`src/hdl/eda_ram.sv`:
```
`timescale 1ns / 1ps
// ----------------------------------------------------------------------------
// eda_ram
// Generic single write, single read RAM with registered read data.
// ----------------------------------------------------------------------------
module eda_ram #(
    parameter int WIDTH = 8,
    parameter int DEPTH = 32,
    localparam int AW   = (DEPTH > 1) ? $clog2(DEPTH) : 1
) (
    input  logic             aclk,
    input  logic             we,
    input  logic [AW-1:0]    waddr,
    input  logic [WIDTH-1:0] wdata,
    input  logic [AW-1:0]    raddr,
    output logic [WIDTH-1:0] rdata
);

    logic [WIDTH-1:0] mem [DEPTH];
    logic [WIDTH-1:0] rdata_reg;

    always_ff @(posedge aclk) begin
        if (we) begin
            mem[waddr] <= wdata;
        end
        rdata_reg <= mem[raddr];
    end

    assign rdata = rdata_reg;

endmodule

```
`config.mk`:
```
export PLATFORM = sky130hd
export DESIGN_NAME = eda_ram
export DESIGN_NICKNAME = d
export VERILOG_FILES = /design/src/hdl/eda_ram.sv
export SDC_FILE = /design/constraint.sdc
export NUM_CORES = 1
export LEC_CHECK = 0
export BUFFER_PORTS_ARGS = -buffer_cell sky130_fd_sc_hd__buf_4
export CAP_MARGIN = 20
export CORE_MARGIN = 1
export CORE_UTILIZATION = 60
export CTS_CLUSTER_DIAMETER = 40
export DETAILED_ROUTE_END_ITERATION = 8
export HOLD_SLACK_MARGIN = 0.05
export PLACE_DENSITY = 0.77
export SYNTH_ARGS = -nofsm -noshare
export SYNTH_HDL_FRONTEND = slang
export SYNTH_SLANG_ARGS = --single-unit
```
`constraint.sdc`:
```
create_clock -name aclk -period 5.8 [get_ports aclk]
set_input_delay 0.29 -clock aclk [delete_from_list [all_inputs] [get_ports aclk]]
set_output_delay 0.29 -clock aclk [all_outputs]
set_load 0.005 [all_outputs]
```
==> results of run 1 <==
## routing by layer
layer | up-vias | wire (µm)
met3 | 28 | 1848
met5 | - | 0
met2 | 245 | 9977
li1 | 1862 | -
met1 | 2378 | 8002
met4 | 0 | 436
## per-stage QoR
step	power, mW	worst slack [ps]	instances	instance area (µm²)
floorplan	2.281	3708	417	10050
global placement	2.362	2725	641	10430
detailed placement	2.368	2753	641	10430
CTS	4.274	3284	697	11470
global route	4.359	3165	697	11470
finish	4.244	3356	697	11470
## worst max path at each step
stage	to
detailed placement	rdata[4]$_DFF_P_
global route	rdata[4]$_DFF_P_
CTS	rdata[4]$_DFF_P_
finish	rdata[4]$_DFF_P_
floorplan	rdata[0]$_DFF_P_
global placement	rdata[4]$_DFF_P_
## cells in the mapped netlist
cell | count | area share
nor2_1 | 33 | 0.012
nand3_1 | 2 | 0.0010
edfxtp_1 | 256 | 0.76
mux4_2 | 80 | 0.18
or3b_2 | 3 | 0.0026
buf_1 | 6 | 0.0022
nand2_1 | 1 | 0.00037
nand3b_1 | 5 | 0.0037
mux2_2 | 8 | 0.0090
dfxtp_1 | 8 | 0.016
buf_4 | 6 | 0.0045
buf_6 | 1 | 0.0011
or3_1 | 1 | 0.00062
clkbuf_1 | 6 | 0.0022
buf_2 | 1 | 0.00050
## report_power, final
| group | total, mW | internal [mW] | switching [mW] |
|---|---|---|---|
| Sequential | 2.13 | 2.12 | 0.0111 |
| Combinational | 0.196 | 0.0902 | 0.106 |
| Clock | 1.92 | 1.18 | 0.732 |
| Total | 4.24 | 3.40 | 0.848 |
## final cells by class
type                    instances  area share
repair buffers                 28     0.01833
flip-flops and latches        264      0.6842
clock buffers                  42     0.07560
multi-input cells             133      0.1830
well taps                     216     0.02356
clock inverters                14     0.01527
## cells by family after synthesis
| group | after synthesis | share of synthesized area |
|---|---|---|
| flip-flops | 264 | 0.7806 |
| multiplexers | 88 | 0.1882 |
| AND/OR/NAND/NOR | 45 | 0.02066 |
| buffers and inverters | 20 | 0.01058 |
==> summary.md, run 1 <==
| Metric | Value |
|---|---|
| Area of the multi-input gates | 2100 µm² |
| Avg WL per Cell | 29.07 µm |
| GR Overflow Total | 0 |
| Max-slew violations | 0 |
| Worst Hold Slack | 156.8 ps |
| Port bufs | 27 |
| Max VDD drop | 0.2924 mV |
| Total Routing Usage GR | 0.2484 |
| Clk_lat worst skew | 530 ps |
| Max frequency | 409.2 MHz |
| Met3 GRT Util | 0.04282 |
| Largest net degree at the start of global routing | 65 |
| Nature of the critical path endpoint | flip-flop |
| YS warnings | 0 |
| Fill count | 926 |
| Final net count | 477 |
| Critical path depth | 5 |
| Critical path class | in2reg |
| TritonCTS clock tree | yes |
| Top Family by Delay on Critical Path | multiplexers |
| Synthesized area per cell | 24.11 µm² |
| Crit path from | raddr[0] |
| Sequential share of the synthesized area | 0.7806 |
| Vias/cell | 6.475 |
| Crit path largest cell delay | 640 ps |
| DP Wirelength | 11830 µm |
| First-pass GRT wire length | 30370 µm |
| Area of the core | 16120 µm² |
| Final Setup Violations | 0 |
| CP Launch Type | input pin |
| Status | finished, final reports clean |
| Cells after synthesis | 417 |
| Hold WC Path Type | in2reg |
| Worst-path clk slew | 60 ps |
| Fin crit period | 2444 ps |
| Grt met2 use | 0.3948 |
| Critical path buffers and inverters | 2 |
| PwrDens | 370.0 nW/µm² |
| Synth Register Bits | 264 |
| Root Driver | clkbuf_16 |
| Normalized max-slew margin | 0.2973 |
| Worst R2R Start | mem[18][0]$_DFFE_PP_ |
| Leak | 3.597 nW |
| Antenna violations before repair | 0 |
| Worst r2r dst | rdata[0]$_DFF_P_ |
| Clk sinks | 264 |
| Crit Path Max Fanout | 43 |
| Fin crit share | 0.4214 |
| Worst Hold Launch | raddr[3] |
| Commonest non-fill, non-tap cell in the layout | edfxtp_1 |
| Antenna-violating nets left | 0 |
| Critical path, cell by cell | buf_4 -> buf_4 -> mux4_2 -> mux4_2 -> mux2_2 |
| Share of cells above drive strength 1 | 0.3514 |
| WP data required | 6220 ps |
| TritonCTS Buffers | 30 |
| Setup repair bufs after CTS | 0 |
| Starting Density | 0.6238 |
| Syn-to-layout area delta | 14.09% |
| Commonest non-fill, non-tap cells in the layout | edfxtp_1 (256), mux4_2 (80), nor2_1 (33), clkbuf_16 (31), buf_4 (28) |
| Max reg flops | 256 |
| Final Skew | 12.38 ps |
| Unrepaired setup endpoints after global routing | no |
| Fin. Hold Viols | 0 |
| Post-Syn Nets | 437 |
| Area of the mapped netlist | 10050 µm² |
| Endpoint, Worst Hold | rdata[1]$_DFF_P_ |
| Die Ht | 131.4 µm |
| Ports | 28 |
| DRT iter0 DRCs | 438 |
| Yosys cell types | 15 |
| Met1 GRT Util | 0.3638 |
| Total wire length | 20270 µm |
| CTS resizes | 0 |
| Worst-margin pin slew | 1050 ps |
| Chip width | 131.4 µm |
| Clk buf depth | 3 |
| GRT busiest layer | met2 |
| Hold-fix buffer count after cts | 0 |
| Full die area | 17280 µm² |
| Antenna diodes | 0 |
| H-tree levels | 1 |
| Setup TNS | 0 ps |
| Final design utilization | 0.7117 |
| Setup slack, reg-to-reg | 3940 ps |
| Vias | 4513 |
| Vias in the first global route | 4739 |
| Site Rows | 46 |
| CP max stage cell | buf_4 |
| Placer Congestion | 0.7496 |
| Register area | 7848 µm² |
| MaxCap Viol Count | 0 |
| FF-to-FF path depth | 3 |
| DRC | 0 |
| CP arrival | 2870 ps |
| First-pass iteration count of the detailed router | 6 |
| Hold path depth | 2 |
No activity file was read; power rests on OpenSTA's default activity.
==> run 2, diff against run 1 <==
CORE_UTILIZATION = 55   (was 60)
PLACE_DENSITY = 0.74   (was 0.77)
clock period = 2 ns   (was 5.8 ns; I/O delays follow)
==> run 2 against run 1 <==
  * Register-to-register slack got worse by 3800 ps
  * Worst hold slack improved by 6.3 ps
  * Clock skew decreased by 0.85 ps
  * Power increased to 2.9 times the previous value
  * Setup slack got worse by 3200 ps
  * Sequential cell count unchanged
  * Cell count increased by 8.6%
  * Final area increased by 3.6%
  * Critical path depth decreased by 2
  * Via count increased by 4.5%
  * Critical path type is now reg2reg
  * First-iteration DRC count increased by 23%
==> summary.md, run 2 (synthesized netlist as in run 1, its figures left out) <==
| Metric | Value |
|---|---|
| Setup slack, reg-to-reg | 160 ps (-3780 ps) |
| Register share of total power | 0.511 (+0.009) |
| Status | finished, final reports clean |
| Setup TNS | 0 ps (unchanged) |
| Total Routing Usage GR | 0.2318 (-0.01664) |
| Commonest non-fill, non-tap cells in the layout | edfxtp_1 (256), mux4_2 (80), buf_4 (68), nor2_1 (33), clkbuf_16 (28) |
| MaxCap Viol Count | 0 (unchanged) |
| P_sw | 2.423 mW (+190%) |
| Nature of the critical path endpoint | flip-flop |
| Unrepaired setup endpoints after global routing | no |
| Worst-path clk slew | 60 ps (about the same) |
| Fin crit period | 1842 ps |
| Hold WC Path Type | in2reg |
| Clock power frac | 0.438 (-0.013) |
| Full die area | 18820 µm² (+8.9%) |
| Antenna diodes | 0 (unchanged) |
| Dpl cell area | 10820 µm² (+3.8%) |
| Final Instance Area | 11880 µm² (+3.6%) |
| Fill count | 1099 (+19%) |
| Setup ws final | 158.2 ps (-3198 ps) |
| Final Setup Violations | 0 (unchanged) |
| Max frequency | 542.9 MHz |
| Clk buf depth | 3 (unchanged) |
| DRT iter0 DRCs | 537 (+23%) |
| Final net count | 528 (+11%) |
| Clk sinks | 264 (unchanged) |
| GR Overflow Total | 0 (unchanged) |
| Vias | 4717 (+4.5%) |
| Area of the core | 17960 µm² (+11%) |
| Avg WL per Cell | 26.94 µm (-7.3%) |
| Worst-margin pin slew | 436.3 ps (-613.9 ps) |
| Leak | 3.855 nW (+7.2%) |
| Switching share of power | 0.1999 (about the same) |
| First-pass GRT wire length | 30090 µm (-0.91%) |
| Site Rows | 49 (+6.5%) |
| TritonCTS clock tree | yes |
| Max reg flops | 256 (unchanged) |
| DP Wirelength | 12680 µm (+7.2%) |
| Normalized max-slew margin | 0.7082 (+0.4110) |
| Clk_lat worst skew | 540 ps (about the same) |
| Fin. Hold Viols | 0 (unchanged) |
| CP Launch Type | flip-flop |
| Crit Path Max Fanout | 1 (-98%) |
| Starting Density | 0.5597 (-0.06418) |
| Pre-CTS setup slack | -85.96 ps (-2839 ps) |
| Vias in the first global route | 4714 (-0.53%) |
| Internal Dissipation | 9.695 mW (+190%) |
| Critical path class | reg2reg |
| Syn-to-layout area delta | 18.17% |
| H-tree levels | 1 (unchanged) |
| Placer Congestion | 0.7520 (+0.32%) |
| Antenna-violating nets left | 0 (unchanged) |
| Fin crit share | 0.9209 |
| DRC | 0 (unchanged) |
| Die Ht | 137.2 µm (+4.4%) |
| Commonest non-fill, non-tap cell in the layout | edfxtp_1 |
| Port bufs | 27 (unchanged) |
| Max VDD drop | 0.9283 mV (+220%) |
| Total wire length | 20400 µm (+0.64%) |
| WP data required | 2430 ps (-3790 ps) |
| Final Skew | 11.53 ps (-0.8518 ps) |
| Ports | 28 (unchanged) |
| Antenna violations before repair | 0 (unchanged) |
| PwrDens | 1020 nW/µm² (+180%) |
| Root Driver | clkbuf_16 |
| Largest net degree at the start of global routing | 33 (-49%) |
| Vias/cell | 6.231 (-3.8%) |
| Share of cells above drive strength 1 | 0.3939 (+0.04259) |
| TritonCTS Buffers | 28 (-6.7%) |
| First-pass iteration count of the detailed router | 6 (unchanged) |
| Logic pwr share | 0.051 (+0.005) |
| CP arrival | 2270 ps (-600 ps) |
| Max-slew violations | 0 (unchanged) |
| Chip width | 137.2 µm (+4.4%) |
run 2: cell types whose count changed in the layout (fill, tap and decap cells not counted), sizes merged:
cell         before  now
buf              28   72
clkinvlp          5    3
dlygate4sd3       0    9
bufinv            3    5
clkinv            3    7
clkbuf           42   32
run 2: power by group through the flow:
stage          clock [mW]  combinational, mW  sequential (mW)
3_5_place_dp            0              0.607             6.31
4_1_cts              5.39              0.628             6.19
3_3_place_gp            0              0.593             6.30
6_report             5.31              0.623             6.19
2_1_floorplan           0              0.328             6.29
5_1_grt              5.59              0.662             6.19
run 2: per-stage QoR:
stage / util / std cells / total power, mW / hold WS, ps
4_1_cts: 0.6614 / 757 / 12.21 / 139.7
5_1_grt: 0.6614 / 757 / 12.44 / 152.8
3_3_place_gp: 0.6026 / 698 / 6.893 / 477.5
3_5_place_dp: 0.6026 / 698 / 6.913 / 475.1
6_report: 0.6614 / 757 / 12.12 / 163.2
2_1_floorplan: - / 417 / 6.614 / 198.9
run 2: area by class of cell:
class / count / area [µm²] / area share
clock buffer: 32 / 715.7 / 0.06024
clock inverter: 18 / 250.2 / 0.02106
multi-input combinational: 133 / 2100 / 0.1767
sequential: 264 / 7848 / 0.6606
tap: 229 / 286.5 / 0.02412
timing repair buffer: 81 / 680.7 / 0.05729
run 2: final timing paths:
kind / depth (start not counted) / start / end
setup / recovery: 3 / mem[5][4]$_DFFE_PP_ / rdata[4]$_DFF_P_
hold / removal: 3 / raddr[4] / rdata[7]$_DFF_P_
setup reg to reg: 3 / mem[5][4]$_DFFE_PP_ / rdata[4]$_DFF_P_
hold reg to reg: 3 / mem[14][7]$_DFFE_PP_ / rdata[7]$_DFF_P_
run 2: layer usage:
metal | up-vias | wire length [µm] | GRT usage | share of wire
li1 | 1961 | - | - | -
met1 | 2486 | 8217 | 0.3385 | 0.40
met2 | 219 | 9712 | 0.3519 | 0.48
met3 | 51 | 1607 | 0.03900 | 0.079
met4 | 0 | 858 | 0.09890 | 0.042
met5 | - | 0 | 0 | 0
run 2: what timing repair did:
action | 4_1_cts | 5_1_grt
setup buffers | 0 | 0
hold buffers | 9 | 0
hold endpoints to repair | 264 | 0
gates resized for setup | 0 | 0
run 2: worst max-delay path: stages (launching register included):
cell and delay (ps):
edfxtp_1 380, mux4_2 530, mux4_2 550, mux2_2 280
==> run 3, diff against run 2 <==
ABC_AREA = 1   (was not set)
CORE_UTILIZATION = 29   (was 55)
PLACE_DENSITY = not set   (was 0.74)
==> run 3 against run 2 <==
  * Die area increased by 100%
  * Combinational power increased by 24%
  * Global-route usage is 9.2 points lower
  * Register-to-register slack better by 680 ps
  * Critical path type is now reg2out
==> summary.md, run 3 <==
| Metric | Value |
|---|---|
| Fin crit period | 1205 ps (-636.5 ps) |
| Worst Hold Launch | wdata[0] |
| Dpl cell area | 11630 µm² (+7.4%) |
| Worst r2r dst | rdata[1]$_DFF_P_ |
| Critical path buffers and inverters | 1 (+1) |
| Final Instance Area | 12780 µm² (+7.6%) |
| Clk sinks | 264 (unchanged) |
| Final Setup Violations | 0 (unchanged) |
| Leak | 4.754 nW (+23%) |
| Fin. Hold Viols | 0 (unchanged) |
| Full die area | 37970 µm² (+100%) |
| Avg WL per Cell | 17.94 µm (-33%) |
| Endpoint, Worst Hold | mem[31][0]$_DFFE_PP_ |
| WP data required | 1900 ps (-530 ps) |
| Port bufs | 27 (unchanged) |
| Die Ht | 194.9 µm (+42%) |
| Final net count | 1004 (+90%) |
| Hold path depth | 1 (-2) |
| Status | finished, final reports clean |
| Syn-to-layout area delta | 18.52% |
| H-tree levels | 2 (+1) |
| Number of synthesized flops with an enable pin | 256 (unchanged) |
| First-pass GRT wire length | 40650 µm (+35%) |
| Commonest non-fill, non-tap cell in the layout | nand2_1 |
| Post-Syn Nets | 942 (+120%) |
| Root Driver | clkbuf_16 |
| Clk_lat worst skew | 510 ps (-30 ps) |
| Most frequent cells after synthesis | nand2_1 (360), edfxtp_1 (256), nand3_1 (204) |
| MaxCap Viol Count | 0 (unchanged) |
| Clk buf depth | 3 (unchanged) |
| Final Skew | 14.99 ps (+3.456 ps) |
| Synth Register Bits | 264 (unchanged) |
| Post-synth top flop | edfxtp_1 |
| Crit Path Max Fanout | 1 (unchanged) |
| Largest area contributor in the netlist | edfxtp_1 |
| Crit path largest cell delay | 450 ps (-100 ps) |
| Commonest non-fill, non-tap cells in the layout | nand2_1 (360), edfxtp_1 (256), nand3_1 (204), buf_4 (67), clkbuf_16 (37) |
| Share of cells above drive strength 1 | 0.1260 (-0.2679) |
| Vias | 7072 (+50%) |
| Antenna violations before repair | 0 (unchanged) |
| Max-slew violations | 0 (unchanged) |
| Max reg flops | 256 (unchanged) |
| Fin crit share | 0.6027 (-0.3183) |
| Total wire length | 26480 µm (+30%) |
| Max VDD drop | 0.5367 mV (-42%) |
| CP arrival | 1110 ps (-1160 ps) |
| Worst-path clk slew | 60 ps (about the same) |
| GR Overflow Total | 0 (unchanged) |
| Ports | 28 (unchanged) |
| Unrepaired setup endpoints after global routing | no |
| PwrDens | 1014 nW/µm² (-0.59%) |
| Max frequency | 829.7 MHz (+53%) |
| Antenna-violating nets left | 0 (unchanged) |
| Mux cell area share after synthesis | 0 (-0.1882) |
| Worst R2R Start | mem[5][1]$_DFFE_PP_ |
| First-pass iteration count of the detailed router | 5 (-1) |
| Antenna diodes | 0 (unchanged) |
| Nature of the critical path endpoint | output port |
| CTS resizes | 0 (unchanged) |
| Synth top area cells | edfxtp_1 (71%), nand2_1 (13%), nand3_1 (9.5%) |
| Total Routing Usage GR | 0.1398 (-0.09202) |
| Worst-margin pin slew | 724.3 ps (+288.0 ps) |
| YS warnings | 0 (unchanged) |
| Sequential share of the synthesized area | 0.7275 (-0.05306) |
| Top Family by Delay on Critical Path | flip-flops |
| Vias in the first global route | 6916 (+47%) |
| Post-synthesis compound-gate area fraction | 0 (unchanged) |
| Cells after synthesis | 922 (+120%) |
| FF-to-FF path depth | 8 (+5) |
| Synth Area in XOR/XNOR | 0 (unchanged) |
| Met3 GRT Util | 0.02412 (-0.01488) |
| CP Launch Type | flip-flop |
| DRT iter0 DRCs | 766 (+43%) |
| Setup slack, reg-to-reg | 840 ps (+680 ps) |
| Area share of the largest cell type after synthesis | 0.7127 (-0.05198) |
| Largest net degree at the start of global routing | 129 (+290%) |
| Fraction of the mapped netlist area in adder cells | 0 (unchanged) |
| Placer Congestion | 0.7840 (+4.3%) |
| Hold WC Path Type | in2reg |
| Synthesized area per cell | 11.70 µm² (-51%) |
| Critical path, cell by cell | buf_4 |
| Critical path class | reg2out |
| TritonCTS Buffers | 34 (+21%) |
| Vias/cell | 4.791 (-23%) |
| Final Total Pwr | 12.96 mW (+7.0%) |
| Yosys cell types | 12 (-3) |
| Critical path depth | 1 (-2) |
| Area of the core | 36610 µm² (+100%) |
| Starting Density | 0.2946 (-0.2650) |
| Post-Synth Simple-Gate Area | 0.2311 (+0.2104) |
| Pre-CTS setup slack | 433.8 ps (+519.7 ps) |
| GRT busiest layer | met2 |
| Chip width | 194.9 µm (+42%) |
| Setup TNS | 0 ps (unchanged) |
| TritonCTS clock tree | yes |
| Normalized max-slew margin | 0.5158 (-0.1925) |
| Grt met2 use | 0.2270 (-0.1249) |
| Asr flop ratio synth | 0 (unchanged) |
| Count leader, synth | nand2_1 |
| Worst Hold Slack | 48.43 ps (-114.7 ps) |
| DP Wirelength | 15500 µm (+22%) |
| Main combinational cell family by area after synthesis | simple AND/OR/NAND/NOR gates |
| CP max stage cell | dfxtp_1 |
| Met1 GRT Util | 0.1905 (-0.1480) |
| Site Rows | 70 (+43%) |
| DRC | 0 (unchanged) |
| Setup ws final | 794.7 ps (+636.5 ps) |
| Area of the mapped netlist | 10790 µm² (+7.3%) |
==> run 3: what timing repair did <==
item | CTS | global route
hold endpoints to repair | 35 | 0
setup buffers | 0 | 0
hold buffers | 3 | 0
==> run 3: logic make-up (layout without fill, tap and decap cells) <==
kind of cell | count (synthesis) | in the layout
DFF | 264 | 264
and+or+nand+nor | 596 | 596
buffers and inverters | 62 | 148
==> run 3: layout make-up <==
type	count	area, µm²
clock inverter	18	181.4
tap	468	585.6
fill	3582	23830
inverter	10	40.04
timing repair buffer	78	693.2
clock buffer	42	944.7
multi-input combinational	596	2492
sequential	264	7848
==> run 3: power by group <==
part           internal (mW)  total [mW]  switching [mW]  leakage, nW
sequential              6.15        6.19          0.0425         2.37
combinational          0.236       0.772           0.535         1.83
clock                   3.75        6.00            2.24        0.553
==> run 3: worst max path at each step <==
stage	start	endpoint
CTS	rdata[5]$_DFF_P_	rdata[5]
global route	mem[17][0]$_DFFE_PP_	rdata[0]$_DFF_P_
global placement	waddr[0]	mem[4][2]$_DFFE_PP_
floorplan	waddr[0]	mem[0][0]$_DFFE_PP_
detailed placement	waddr[0]	mem[16][4]$_DFFE_PP_
finish	rdata[3]$_DFF_P_	rdata[3]
==> run 3: metrics by stage <==
step                        util  std cells
after floorplan                -        922
after global placement    0.3176       1413
after detailed placement  0.3176       1413
after CTS                 0.3492       1476
after global routing      0.3492       1476
final                     0.3492       1476
==> run 3: layer usage <==
metal | part of all wire | vias to the layer above
li1 | - | 3332
met1 | 0.45 | 3475
met2 | 0.47 | 226
met3 | 0.052 | 39
met4 | 0.022 | 0
met5 | 0 | -
