## src/hdl/eda_pkg.sv

```systemverilog
`timescale 1ns / 1ps
// ----------------------------------------------------------------------------
// eda_pkg
// Shared types and codes for the edit distance alignment engine.
// ----------------------------------------------------------------------------
package eda_pkg;

    localparam int MAX_LEN_DEF  = 32;
    localparam int GAP_COST_DEF = 2;
    localparam int CHAR_W       = 8;
    localparam int DIR_W        = 2;

    typedef enum logic [1:0] {
        CMD_LOAD_A  = 2'd0,
        CMD_LOAD_B  = 2'd1,
        CMD_COMPUTE = 2'd2,
        CMD_NONE    = 2'd3
    } cmd_t;

    // traceback direction kept per matrix cell
    localparam logic [DIR_W-1:0] DIR_DIAG = 2'd0;
    localparam logic [DIR_W-1:0] DIR_GAPB = 2'd1;
    localparam logic [DIR_W-1:0] DIR_GAPA = 2'd2;

    typedef struct packed {
        logic [1:0]        cmd;
        logic [CHAR_W-1:0] char_in;
    } in_word_t;

    typedef struct packed {
        logic [CHAR_W-1:0] a_char;
        logic [CHAR_W-1:0] b_char;
        logic              a_gap;
        logic              b_gap;
        logic [1:0]        column_cost;
        logic [7:0]        total_distance;
        logic              empty_pair;
        logic              last;
    } out_word_t;

endpackage

```

## src/hdl/eda_ram.sv

```systemverilog
`timescale 1ns / 1ps
// ----------------------------------------------------------------------------
// eda_ram
// Generic single write, single read RAM with registered read data.
// ----------------------------------------------------------------------------
module eda_ram #(
    parameter int WIDTH = 8,
    parameter int DEPTH = 32,
    localparam int AW   = (DEPTH > 1) ? $clog2(DEPTH) : 1
) (
    input  logic             aclk,
    input  logic             we,
    input  logic [AW-1:0]    waddr,
    input  logic [WIDTH-1:0] wdata,
    input  logic [AW-1:0]    raddr,
    output logic [WIDTH-1:0] rdata
);

    logic [WIDTH-1:0] mem [DEPTH];
    logic [WIDTH-1:0] rdata_reg;

    always_ff @(posedge aclk) begin
        if (we) begin
            mem[waddr] <= wdata;
        end
        rdata_reg <= mem[raddr];
    end

    assign rdata = rdata_reg;

endmodule

```

## src/hdl/eda_cell.sv

```systemverilog
`timescale 1ns / 1ps
// ----------------------------------------------------------------------------
// eda_cell
// One column of the cost matrix: computes a cell per row token, keeps
// the traceback direction of its column in a small RAM.
// ----------------------------------------------------------------------------
module eda_cell
    import eda_pkg::*;
#(
    parameter int MAX_LEN  = MAX_LEN_DEF,
    parameter int GAP_COST = GAP_COST_DEF,
    parameter int CW       = 9,
    parameter int J        = 0,
    localparam int LW      = $clog2(MAX_LEN + 1),
    localparam int IW      = (MAX_LEN > 1) ? $clog2(MAX_LEN) : 1
) (
    input  logic              aclk,
    input  logic              aresetn,
    input  logic              init,
    input  logic [LW-1:0]     m_len,
    input  logic [LW-1:0]     n_len,
    input  logic              bnd,
    input  logic              b_wr,
    input  logic [CHAR_W-1:0] b_char_in,
    input  logic              in_v,
    input  logic [IW-1:0]     in_row,
    input  logic [CHAR_W-1:0] in_ch,
    input  logic [CW-1:0]     right_cur,
    input  logic [CW-1:0]     right_prev,
    input  logic [IW-1:0]     rd_addr,
    output logic [CW-1:0]     cur,
    output logic [CW-1:0]     prev,
    output logic              out_v,
    output logic [IW-1:0]     out_row,
    output logic [CHAR_W-1:0] out_ch,
    output logic [CHAR_W-1:0] b_char,
    output logic [DIR_W-1:0]  dir_rd
);

    localparam logic [CW-1:0] G = CW'(GAP_COST);

    logic [CW-1:0]     cur_reg, cur_next;
    logic [CW-1:0]     prev_reg, prev_next;
    logic              v_reg, v_next;
    logic [IW-1:0]     row_reg;
    logic [CHAR_W-1:0] ch_reg;
    logic [CHAR_W-1:0] b_reg;
    logic [CW-1:0]     rc, rp, dg, dn, rt, mn;
    logic [DIR_W-1:0]  dir;

    always_comb begin
        rc = bnd ? CW'(G * (CW'(m_len) - CW'(in_row))) : right_cur;
        rp = bnd ? CW'(G * (CW'(m_len) - CW'(in_row) - CW'(1))) : right_prev;
        dg = rp + ((in_ch != b_reg) ? CW'(1) : CW'(0));
        dn = cur_reg + G;
        rt = rc + G;
        mn = dg;
        if (dn < mn) begin
            mn = dn;
        end
        if (rt < mn) begin
            mn = rt;
        end
        if (mn == dg) begin
            dir = DIR_DIAG;
        end else if (mn == dn) begin
            dir = DIR_GAPB;
        end else begin
            dir = DIR_GAPA;
        end
    end

    always_comb begin
        cur_next  = cur_reg;
        prev_next = prev_reg;
        v_next    = in_v;
        if (init) begin
            // boundary row: cost of gapping the rest of B
            cur_next = CW'(G * (CW'(n_len) - CW'(J)));
            v_next   = 1'b0;
        end else if (in_v) begin
            cur_next  = mn;
            prev_next = cur_reg;
        end
    end

    always_ff @(posedge aclk) begin
        if (!aresetn) begin
            v_reg <= 1'b0;
        end else begin
            v_reg <= v_next;
        end
        cur_reg  <= cur_next;
        prev_reg <= prev_next;
        row_reg  <= in_row;
        ch_reg   <= in_ch;
        if (b_wr) begin
            b_reg <= b_char_in;
        end
    end

    eda_ram #(
        .WIDTH(DIR_W),
        .DEPTH(MAX_LEN)
    ) u_dir_ram (
        .aclk (aclk),
        .we   (in_v && !init),
        .waddr(in_row),
        .wdata(dir),
        .raddr(rd_addr),
        .rdata(dir_rd)
    );

    assign cur     = cur_reg;
    assign prev    = prev_reg;
    assign out_v   = v_reg;
    assign out_row = row_reg;
    assign out_ch  = ch_reg;
    assign b_char  = b_reg;

endmodule

```

## config.mk

```make
export PLATFORM = sky130hd
export DESIGN_NAME = eda_cell
export DESIGN_NICKNAME = d
export VERILOG_FILES = /design/src/hdl/eda_pkg.sv /design/src/hdl/eda_ram.sv /design/src/hdl/eda_cell.sv
export SDC_FILE = /design/constraint.sdc
export NUM_CORES = 1
export LEC_CHECK = 0
export ABC_AREA = 1
export BUFFER_PORTS_ARGS = -buffer_cell sky130_fd_sc_hd__buf_2
export CORE_ASPECT_RATIO = 1.4
export CORE_UTILIZATION = 38
export CTS_BUF_LIST = sky130_fd_sc_hd__clkbuf_4 sky130_fd_sc_hd__clkbuf_8 sky130_fd_sc_hd__clkbuf_16
export DETAILED_ROUTE_END_ITERATION = 8
export MAX_ROUTING_LAYER = met4
export PLACE_DENSITY_LB_ADDON = 0.15
export REMOVE_ABC_BUFFERS = 1
export SYNTH_ARGS = -nofsm -noshare
export SYNTH_HDL_FRONTEND = slang
export SYNTH_HIERARCHICAL = 1
export SYNTH_SLANG_ARGS = --single-unit
```

## constraint.sdc

```tcl
create_clock -name aclk -period 5.6 [get_ports aclk]
set_input_delay 0.28 -clock aclk [delete_from_list [all_inputs] [get_ports aclk]]
set_output_delay 0.28 -clock aclk [all_outputs]
set_load 0.02 [all_outputs]
```

==> results of run 1 <==
## final cells by class
type / count / area [um2] / share of cell area
Antenna cell: 1 / 2.502 / 0.0002999
Clock buffer: 10 / 232.7 / 0.02789
Clock inverter: 6 / 65.06 / 0.007798
Inverter: 80 / 310.3 / 0.03719
Multi-Input combinational cell: 539 / 3192 / 0.3826
Sequential cell: 106 / 2993 / 0.3587
Tap cell: 199 / 249.0 / 0.02984
Timing Repair Buffer: 186 / 1299 / 0.1557
## placed cells by master (no fill, tap or decap), types with 2 or more instances in the layout
cell type / netlist / routed
edfxtp_1: 87 / 87
nand3_4: 0 / 5
buf_12: 1 / 5
nand4_1: 7 / 7
xnor2_2: 0 / 2
o21ai_0: 25 / 18
clkinv_2: 0 / 2
buf_2: 2 / 103
nand2_8: 0 / 3
nand2_1: 217 / 199
xor2_1: 13 / 12
nand3b_1: 6 / 6
nand2_4: 3 / 9
inv_1: 73 / 69
nor2_1: 58 / 56
a21oi_1: 6 / 4
nor2_4: 0 / 2
xnor2_1: 13 / 11
buf_4: 4 / 70
nor2_2: 4 / 4
dfxtp_1: 19 / 19
nand3_1: 121 / 106
inv_2: 6 / 9
nand3_2: 3 / 13
nand2_2: 24 / 35
inv_6: 0 / 2
ha_1: 24 / 16
o21ai_2: 1 / 3
o21ai_1: 1 / 4
o21ai_4: 0 / 2
buf_6: 9 / 4
buf_16: 0 / 2
clkbuf_16: 0 / 10
or2_2: 5 / 4
ha_4: 0 / 8
## per-stage QoR
stage | hold WS, ns | worst slack (ns) | util | cells | cell area [um2]
2_1_floorplan | 0.3077 | -0.6469 | - | 723 | 6052
3_3_place_gp | 0.4093 | -0.2601 | 0.4531 | 1084 | 7297
3_5_place_dp | 0.4135 | -0.3686 | 0.4531 | 1084 | 7297
4_1_cts | 0.03473 | -0.1496 | 0.5038 | 1118 | 8113
5_1_grt | 0.03731 | -0.5108 | 0.5181 | 1127 | 8343
6_report | 0.04946 | -0.1922 | 0.5181 | 1127 | 8343
## where the power goes
group / switching [uW] / internal (uW) / total [uW]
logic: 641 / 507 / 1150
registers: 20.4 / 893 / 913
clock network: 292 / 354 / 645
## final timing paths
check	from	to	slack [ns]	cells past startpoint
setup / recovery	b_char[7]	u_dir_ram/mem[16][0]	-0.19	40
hold / removal	in_ch[7]	out_ch[7]	0.05	1
setup reg to reg	b_char[7]	u_dir_ram/mem[16][0]	-0.19	40
hold reg to reg	cur[0]	prev[0]	0.50	0
## kinds of logic after synthesis
group	synth area share
buf+inv	0.07719
fa+ha+maj	0.05146
xor+xnor	0.03658
flops	0.4808
compound gates	0.03116
simple gates	0.3228
## worst register-to-register path: cells and delay by family, from the launching register on
kind / cells / cell delay (ns)
AND/OR/NAND/NOR: 24 / 2.63
adder cells (fa/ha/maj): 4 / 0.91
AO/OA/AOI/OAI: 3 / 0.53
flip-flops: 1 / 0.41
buffers and inverters: 8 / 0.90
XOR/XNOR: 1 / 0.17
## routing by layer
| layer | up-vias | GRT usage | share of wire |
|---|---|---|---|
| li1 | 2814 | - | - |
| met1 | 2566 | 0.2270 | 0.36 |
| met2 | 160 | 0.4211 | 0.56 |
| met3 | 40 | 0.03838 | 0.041 |
| met4 | 0 | 0.09900 | 0.034 |
| met5 | - | - | 0 |
## repair_timing
item	in CTS	in global routing
setup endpoints to repair	64	70
setup buffers	13	7
gates cloned	5	1
endpoints found under the hold margin	0	0
hold buffers	0	0
resized for setup	68	30
pin swaps	28	27
==> qor.txt, run 1 <==
Max Buffers Root-to-Sink -> 2
Via Count -> 5580
Die X -> 110.2 um
Area share of the largest cell type after synthesis -> 0.4197
Worst path arrival time -> 5.90 ns
Top Family by Delay on Critical Path -> simple AND/OR/NAND/NOR gates
Primary FF master, synth -> edfxtp_1
Mapped cell area -> 6225 um2
PnR Total Power -> 2707 uW
Die Area -> 16900 um2
Iter 0 DRT Violations -> 277
Worst-Margin Slew -> 0.7657 ns
Post-DP HPWL -> 13010 um
Synth cell count leaders -> nand2_1 (217), nand3_1 (121), edfxtp_1 (87)
Drt total wl -> 17910 um
Synth Instances -> 742
Cell taking the most area after synthesis -> edfxtp_1
Status -> finished, violations left
Syn_area_per_cell -> 8.389 um2
Number of distinct library cells after synthesis -> 33
Seq cells post-synth -> 106
Leakage power -> 0.003828 uW
CP endpoint kind -> flop
Final hold viol count -> 0
Clock-pin slew on the worst setup and hold paths -> 0.07 ns
Clk root buf -> clkbuf_16
Asr flop ratio synth -> 0
Largest register FFs -> 64
Top cells by area, synth -> edfxtp_1 (42%), nand2_1 (13%), nand3_1 (9.7%)
DRT Pass-1 Iters -> 5
Final setup viols -> 64
Crit-path max FO -> 8
Top Ports -> 104
Remaining global-route overflow -> 0
Clock latency on the worst-skew pair -> 0.35 ns
Critical path class -> flop to flop
Starting Density -> 0.3866
Vias in the first global route -> 5587
# clock sinks -> 106
Fmax -> 172.6 MHz
Crit path launch type -> flop
Site Rows -> 55
Post-route clock period utilization -> 1.034
Slowest cell on the critical path -> or4_4
Post-synthesis sequential area ratio -> 0.4808
Drt wl/cell -> 15.89 um
First-pass GRT wire length -> 27660 um
Pwr/cell area -> 324.5 nW/um2
Critical path's largest stage delay -> 0.55 ns
Pin count of the biggest net entering global routing -> 34
Period minus WS final -> 5.792 ns
Post-synth EDFFs -> 87
Die Y -> 153.4 um
DRC -> 0
Slew headroom -> 0.4841
CP Buf/Inv Count -> 8
Layout area overhead -> 34.03%
Sum Neg Setup Slack -> -9.146 ns
Initial antenna violation count -> 1
Fin nets -> 1009
Area of the core -> 16100 um2
Share of cells above drive strength 1 -> 0.3355
CTS tree -> done
RSZ-0062 raised after global routing -> true
Final worst setup slack -> -0.1922 ns
DRT antenna net count -> 0
DR vias/cell -> 4.951
Maximum vdd ir drop -> 157.8 uV
CTS H-tree lvls -> 3
Worst clock skew -> 0.01323 ns
Failing checks -> negative setup slack
Gp weighted congestion -> 0.9251
Hold crit path type -> input port to flop
Syn. warnings -> 6
Total Routing Usage GR -> 0.2275
Max cap viols -> 0
Fill cells -> 1560
Port bufs -> 103
Most common cell in the netlist -> nand2_1
CP required -> 5.71 ns
Count of pins over their slew limit -> 0
Num CTS Buffers -> 9
(Power assumes the default switching activity.)
==> run 2: changes to the inputs <==
--- a/config.mk
+++ b/config.mk
@@ -7,7 +7,7 @@
 export LEC_CHECK = 0
 export ABC_AREA = 1
 export BUFFER_PORTS_ARGS = -buffer_cell sky130_fd_sc_hd__buf_2
-export CORE_ASPECT_RATIO = 1.4
+export CORE_ASPECT_RATIO = 1.1
 export CORE_UTILIZATION = 38
 export CTS_BUF_LIST = sky130_fd_sc_hd__clkbuf_4 sky130_fd_sc_hd__clkbuf_8 sky130_fd_sc_hd__clkbuf_16
 export DETAILED_ROUTE_END_ITERATION = 8
==> run 2 against run 1 <==
Net effect:
- the flow still finishes with violations (negative setup slack)
- hold slack better by 0.0044 ns
- critical path depth down 1
- first-iteration DRC count up 30%
- largest cell class unchanged
- core utilization up 0.56 points
- register-to-register slack worse by 0.05 ns
- combinational power down 5%
- clock skew down 0.0014 ns
- final area down 0.46%
- via count up 0.54%
- maximum frequency down 0.91%
- die area about the same
==> qor.txt, run 2 (synthesis gave the netlist of run 1 again) <==
Status -> finished, violations left
Failing checks -> negative setup slack
# clock sinks -> 106
Period minus WS final -> 5.845 ns
Total Routing Usage GR -> 0.2216
DRT antenna net count -> 0
CTS H-tree lvls -> 3
Sequential power share -> 0.346
CP endpoint kind -> flop
Slowest cell on the critical path -> or4_4
R2R depth -> 39
Post-route clock period utilization -> 1.044
Die Area -> 16900 um2
Max cap viols -> 0
Internal -> 1721 uW
Worst clock skew -> 0.01184 ns
Maximum vdd ir drop -> 168.2 uV
Worst-Margin Slew -> 0.6702 ns
Pin count of the biggest net entering global routing -> 34
R2R Path End -> u_dir_ram/mem[27][1]
R2r setup slk -> -0.25 ns
Top Ports -> 104
Slew headroom -> 0.5532
Switching Power -> 926.8 uW
Final hold viol count -> 0
N_diodes -> 0
Final Core Density -> 0.5238
Critical path's largest stage delay -> 0.57 ns
Share of cells above drive strength 1 -> 0.3315
Site Rows -> 48
Die Y -> 136.2 um
Remaining global-route overflow -> 0
Sum Neg Setup Slack -> -13.16 ns
Iter 0 DRT Violations -> 361
Port bufs -> 103
First-pass GRT wire length -> 27400 um
DR vias/cell -> 5.009
Fin nets -> 1002
Critical path class -> flop to flop
Max Buffers Root-to-Sink -> 2
Layout area overhead -> 33.41%
CTS tree -> done
Area of the core -> 15860 um2
Pwr/cell area -> 318.8 nW/um2
Most common cell after layout, fill and taps aside -> nand2_1
Logic gate share of total power -> 0.413
WHS Endpoint -> out_ch[7]
RSZ-0062 raised after global routing -> true
Die X -> 124.0 um
Worst Hold Launch -> in_ch[7]
Post-DP HPWL -> 12760 um
DRC -> 0
Worst hold stages -> 1
Num CTS Buffers -> 9
Leakage power -> 0.003812 uW
Hold crit path type -> input port to flop
Fmax -> 171.1 MHz
Commonest non-fill, non-tap cells in the layout -> nand2_1 (198), nand3_1 (111), buf_2 (103)
Crit-path max FO -> 8
Post-DP Area -> 7263 um2
Worst flop-to-flop path startpoint -> b_char[1]
Largest register FFs -> 64
DRT Pass-1 Iters -> 6
Final setup viols -> 64
Hold_ws -> 0.05387 ns
Worst path arrival time -> 5.95 ns
Vias in the first global route -> 5431
Clock-pin slew on the worst setup and hold paths -> 0.07 ns
Clock latency on the worst-skew pair -> 0.35 ns
Final Instance Area -> 8304 um2
Drt wl/cell -> 15.65 um
Gp weighted congestion -> 0.9261
Initial antenna violation count -> 0
Crit path launch type -> flop
Drt total wl -> 17530 um
Starting Density -> 0.3926
Sw frac -> 0.3501
Clock power share -> 0.241
Clk root buf -> clkbuf_16
Via Count -> 5610
Count of pins over their slew limit -> 0
Final worst setup slack -> -0.2453 ns
CP required -> 5.70 ns
run 2: cell types whose count changed in the layout (fill, tap and decap cells not counted), moves of 3 or more:
cell | previous run | this run
nand3_1 | 106 | 111
buf_4 | 70 | 55
buf_6 | 4 | 11
nor2_1 | 56 | 53
nand3_4 | 5 | 1
run 2: area by class of cell:
type | instances | area [um2]
clock buffers | 10 | 232.7
clock inverters | 6 | 70.07
fillers | 1503 | 7551
inverters | 80 | 307.8
multi-input cells | 538 | 3148
flip-flops and latches | 106 | 2993
well taps | 200 | 250.2
repair buffers | 180 | 1303
run 2: worst max-delay path by stage:
| stage | start | end | slack, ns | cells after the start |
|---|---|---|---|---|
| after floorplan | b_char[6] | u_dir_ram/mem[0][0] | -0.65 | 39 |
| after CTS | b_char[7] | u_dir_ram/mem[2][1] | -0.16 | 41 |
| final | b_char[1] | u_dir_ram/mem[27][1] | -0.25 | 39 |
| after detailed placement | m_len[0] | u_dir_ram/mem[28][1] | -0.48 | 40 |
| after global placement | m_len[0] | u_dir_ram/mem[25][1] | -0.38 | 40 |
| after global routing | b_char[2] | u_dir_ram/mem[11][1] | -0.51 | 42 |
run 2: stage by stage:
step | setup slack (ns) | power (uW) | std cells
2_1_floorplan | -0.6469 | 1420 | 723
3_3_place_gp | -0.3755 | 1759 | 1082
3_5_place_dp | -0.4790 | 1761 | 1082
4_1_cts | -0.1572 | 2554 | 1119
5_1_grt | -0.5112 | 2799 | 1120
6_report | -0.2453 | 2648 | 1120
run 2: repair_timing:
action                                  4_1_cts  5_1_grt
gates resized for setup                      68       46
hold buffers                                  0        0
pin swaps                                    16       38
gates cloned                                  7        1
setup buffers                                14        2
endpoints found under the setup margin       65       64
run 2: critical path: cells and delay by family, from the launching register on:
kind / cells / cell delay (ns)
adder cells (fa/ha/maj): 4 / 0.86
AO/OA/AOI/OAI: 5 / 0.84
flip-flops: 1 / 0.41
buffers and inverters: 8 / 0.88
XOR/XNOR: 3 / 0.55
AND/OR/NAND/NOR: 19 / 2.06
run 2: power by group through the flow:
| stage | sequential [uW] | clock (uW) | combinational (uW) |
|---|---|---|---|
| 3_5_place_dp | 933 | 0 | 828 |
| 3_3_place_gp | 933 | 0 | 826 |
| 4_1_cts | 916 | 653 | 985 |
| 5_1_grt | 920 | 684 | 1200 |
| 2_1_floorplan | 963 | 0 | 457 |
| 6_report | 916 | 639 | 1090 |
run 2: routing by layer:
| metal | track usage | vias to the layer above | share of wire |
|---|---|---|---|
| li1 | - | 2806 | - |
| met3 | 0.02978 | 14 | 0.039 |
| met1 | 0.2694 | 2630 | 0.42 |
| met2 | 0.3877 | 160 | 0.52 |
| met4 | 0.05026 | 0 | 0.012 |
| met5 | - | - | 0 |
==> run 3: changes to the inputs <==
--- a/config.mk
+++ b/config.mk
@@ -8,6 +8,7 @@
 export ABC_AREA = 1
 export BUFFER_PORTS_ARGS = -buffer_cell sky130_fd_sc_hd__buf_2
 export CORE_ASPECT_RATIO = 1.1
+export CORE_MARGIN = 1
 export CORE_UTILIZATION = 38
 export CTS_BUF_LIST = sky130_fd_sc_hd__clkbuf_4 sky130_fd_sc_hd__clkbuf_8 sky130_fd_sc_hd__clkbuf_16
 export DETAILED_ROUTE_END_ITERATION = 8
==> constraint.sdc (replaced) <==
create_clock -name aclk -period 6.4 [get_ports aclk]
set_input_delay 0.32 -clock aclk [delete_from_list [all_inputs] [get_ports aclk]]
set_output_delay 0.32 -clock aclk [all_outputs]
set_load 0.02 [all_outputs]
==> run 3 against run 2 <==
Net effect:
- the run now ends clean
- power is 22% lower
- final cell count down 5.2%
- sequential cell count unchanged
- highest routed layer unchanged
- sequential power down 12%
==> qor.txt, run 3 (synthesis gave the netlist of run 1 again) <==
Iter 0 DRT Violations -> 412
Clock latency on the worst-skew pair -> 0.35 ns
CTS H-tree lvls -> 3
Hold crit path type -> input port to flop
Via Count -> 5294
Die Area -> 16900 um2
Commonest non-fill, non-tap cells in the layout -> nand2_1 (212), nand3_1 (116), buf_2 (104)
CP endpoint kind -> flop
CP required -> 6.49 ns
Slowest cell on the critical path -> or4_4
Critical path class -> flop to flop
Site Rows -> 48
Clock power share -> 0.268
Final setup viols -> 0
N_diodes -> 0
Fmax -> 165.2 MHz
Post-route clock period utilization -> 0.9456
First-pass GRT wire length -> 25510 um
Register area -> 2993 um2
DRT Pass-1 Iters -> 5
# clock sinks -> 106
Worst clock skew -> 0.008630 ns
Die X -> 124.0 um
Switching Power -> 733.7 uW
Max Buffers Root-to-Sink -> 2
DRC -> 0
Fill cells -> 1621
Die Y -> 136.2 um
Port bufs -> 103
CTS tree -> done
Layout area overhead -> 19.78%
Top Ports -> 104
Slew headroom -> 0.5551
Internal -> 1339 uW
Largest register FFs -> 64
Leakage power -> 0.003431 uW
Pin count of the biggest net entering global routing -> 34
Share of cells above drive strength 1 -> 0.2390
Critical path's largest stage delay -> 0.55 ns
Clk root buf -> clkbuf_16
Worst-Margin Slew -> 0.6674 ns
Drt total wl -> 16440 um
Sum Neg Setup Slack -> 0 ns
DRT antenna net count -> 0
Drt wl/cell -> 15.48 um
Crit path launch type -> flop
Num CTS Buffers -> 9
Max cap viols -> 0
Clock-pin slew on the worst setup and hold paths -> 0.07 ns
DR vias/cell -> 4.985
Final hold viol count -> 0
Area of the multi-input gates -> 2913 um2
Initial antenna violation count -> 0
Total Routing Usage GR -> 0.2070
Final worst setup slack -> 0.3483 ns
Count of pins over their slew limit -> 0
Vias in the first global route -> 5061
Sequential power share -> 0.387
Maximum vdd ir drop -> 135.8 uV
Logic gate share of total power -> 0.345
Area of the core -> 15860 um2
Crit-path max FO -> 16
Remaining global-route overflow -> 0
Sw frac -> 0.3540
Post-DP HPWL -> 12100 um
Fin nets -> 944
Worst path arrival time -> 6.14 ns
Period minus WS final -> 6.052 ns
Post-CTS Hold Buffers -> 0
Status -> finished clean
Most common cell after layout, fill and taps aside -> nand2_1
Starting Density -> 0.3926
Gp weighted congestion -> 0.8787
Pre-CTS setup slack -> 0.08087 ns
Pwr/cell area -> 278.0 nW/um2
CP dominant cell by count -> nand2_1
-- run 3: cell types whose count changed in the layout (fill, tap and decap cells not counted), sizes merged --
cell | before | now
buf | 178 | 120
bufinv | 1 | 0
clkinv | 1 | 3
clkinvlp | 1 | 0
inv | 83 | 82
o221a | 1 | 2
-- run 3: per-layer routing --
layer / GRT usage / up-vias / share of wire
met5: - / - / 0
met2: 0.3454 / 131 / 0.50
met3: 0.03398 / 15 / 0.034
met1: 0.2571 / 2473 / 0.45
li1: - / 2675 / -
met4: 0.05886 / 0 / 0.014
-- run 3: area by class of cell --
class,count,area share
inverter,80,0.04128
multi-input combinational,539,0.3907
sequential,106,0.4014
tap,200,0.03356
clock inverter,5,0.005706
timing repair buffer,121,0.09196
clock buffer,11,0.03541
-- run 3: what timing repair did --
action / in CTS / in global routing
gates resized for setup: 0 / 37
endpoints found under the setup margin: 0 / 64
setup buffers: 0 / 11
endpoints found under the hold margin: 0 / 0
-- run 3: final timing paths --
kind / startpoint / endpoint / slack, ns / depth (start not counted)
hold / removal: in_ch[1] / out_ch[1] / 0.1 / 1
setup reg to reg: b_char[7] / u_dir_ram/mem[29][1] / 0.35 / 36
setup / recovery: b_char[7] / u_dir_ram/mem[29][1] / 0.35 / 36
hold reg to reg: cur[8] / prev[8] / 0.54 / 0
-- run 3: power groups by stage --
stage / registers (uW) / clock network [uW] / logic [uW]
global placement: 817 / 0 / 612
CTS: 802 / 567 / 616
detailed placement: 818 / 0 / 614
global route: 806 / 598 / 805
floorplan: 843 / 0 / 400
finish: 802 / 555 / 715
-- run 3: critical path, delay by kind of cell, from the launching register on --
family / cells / cell delay (ns)
AOI/OAI and AO/OA: 4 / 0.82
xor gates and xnor gates: 1 / 0.16
adders and majority gates: 4 / 1.07
buffers and inverters: 5 / 0.56
DFF: 1 / 0.41
and+or+nand+nor: 22 / 2.76
-- run 3: metrics by stage --
step                      hold WS, ns  instance area, um2  instances  utilization  power, uW
after floorplan                0.3477                6052        723            -       1242
after global placement         0.4500                6868       1031       0.4332       1429
after detailed placement       0.4505                6868       1031       0.4332       1432
after CTS                     0.07717                7174       1047       0.4525       1986
after global routing          0.06969                7456       1062       0.4702       2209
final                         0.09516                7456       1062       0.4702       2072
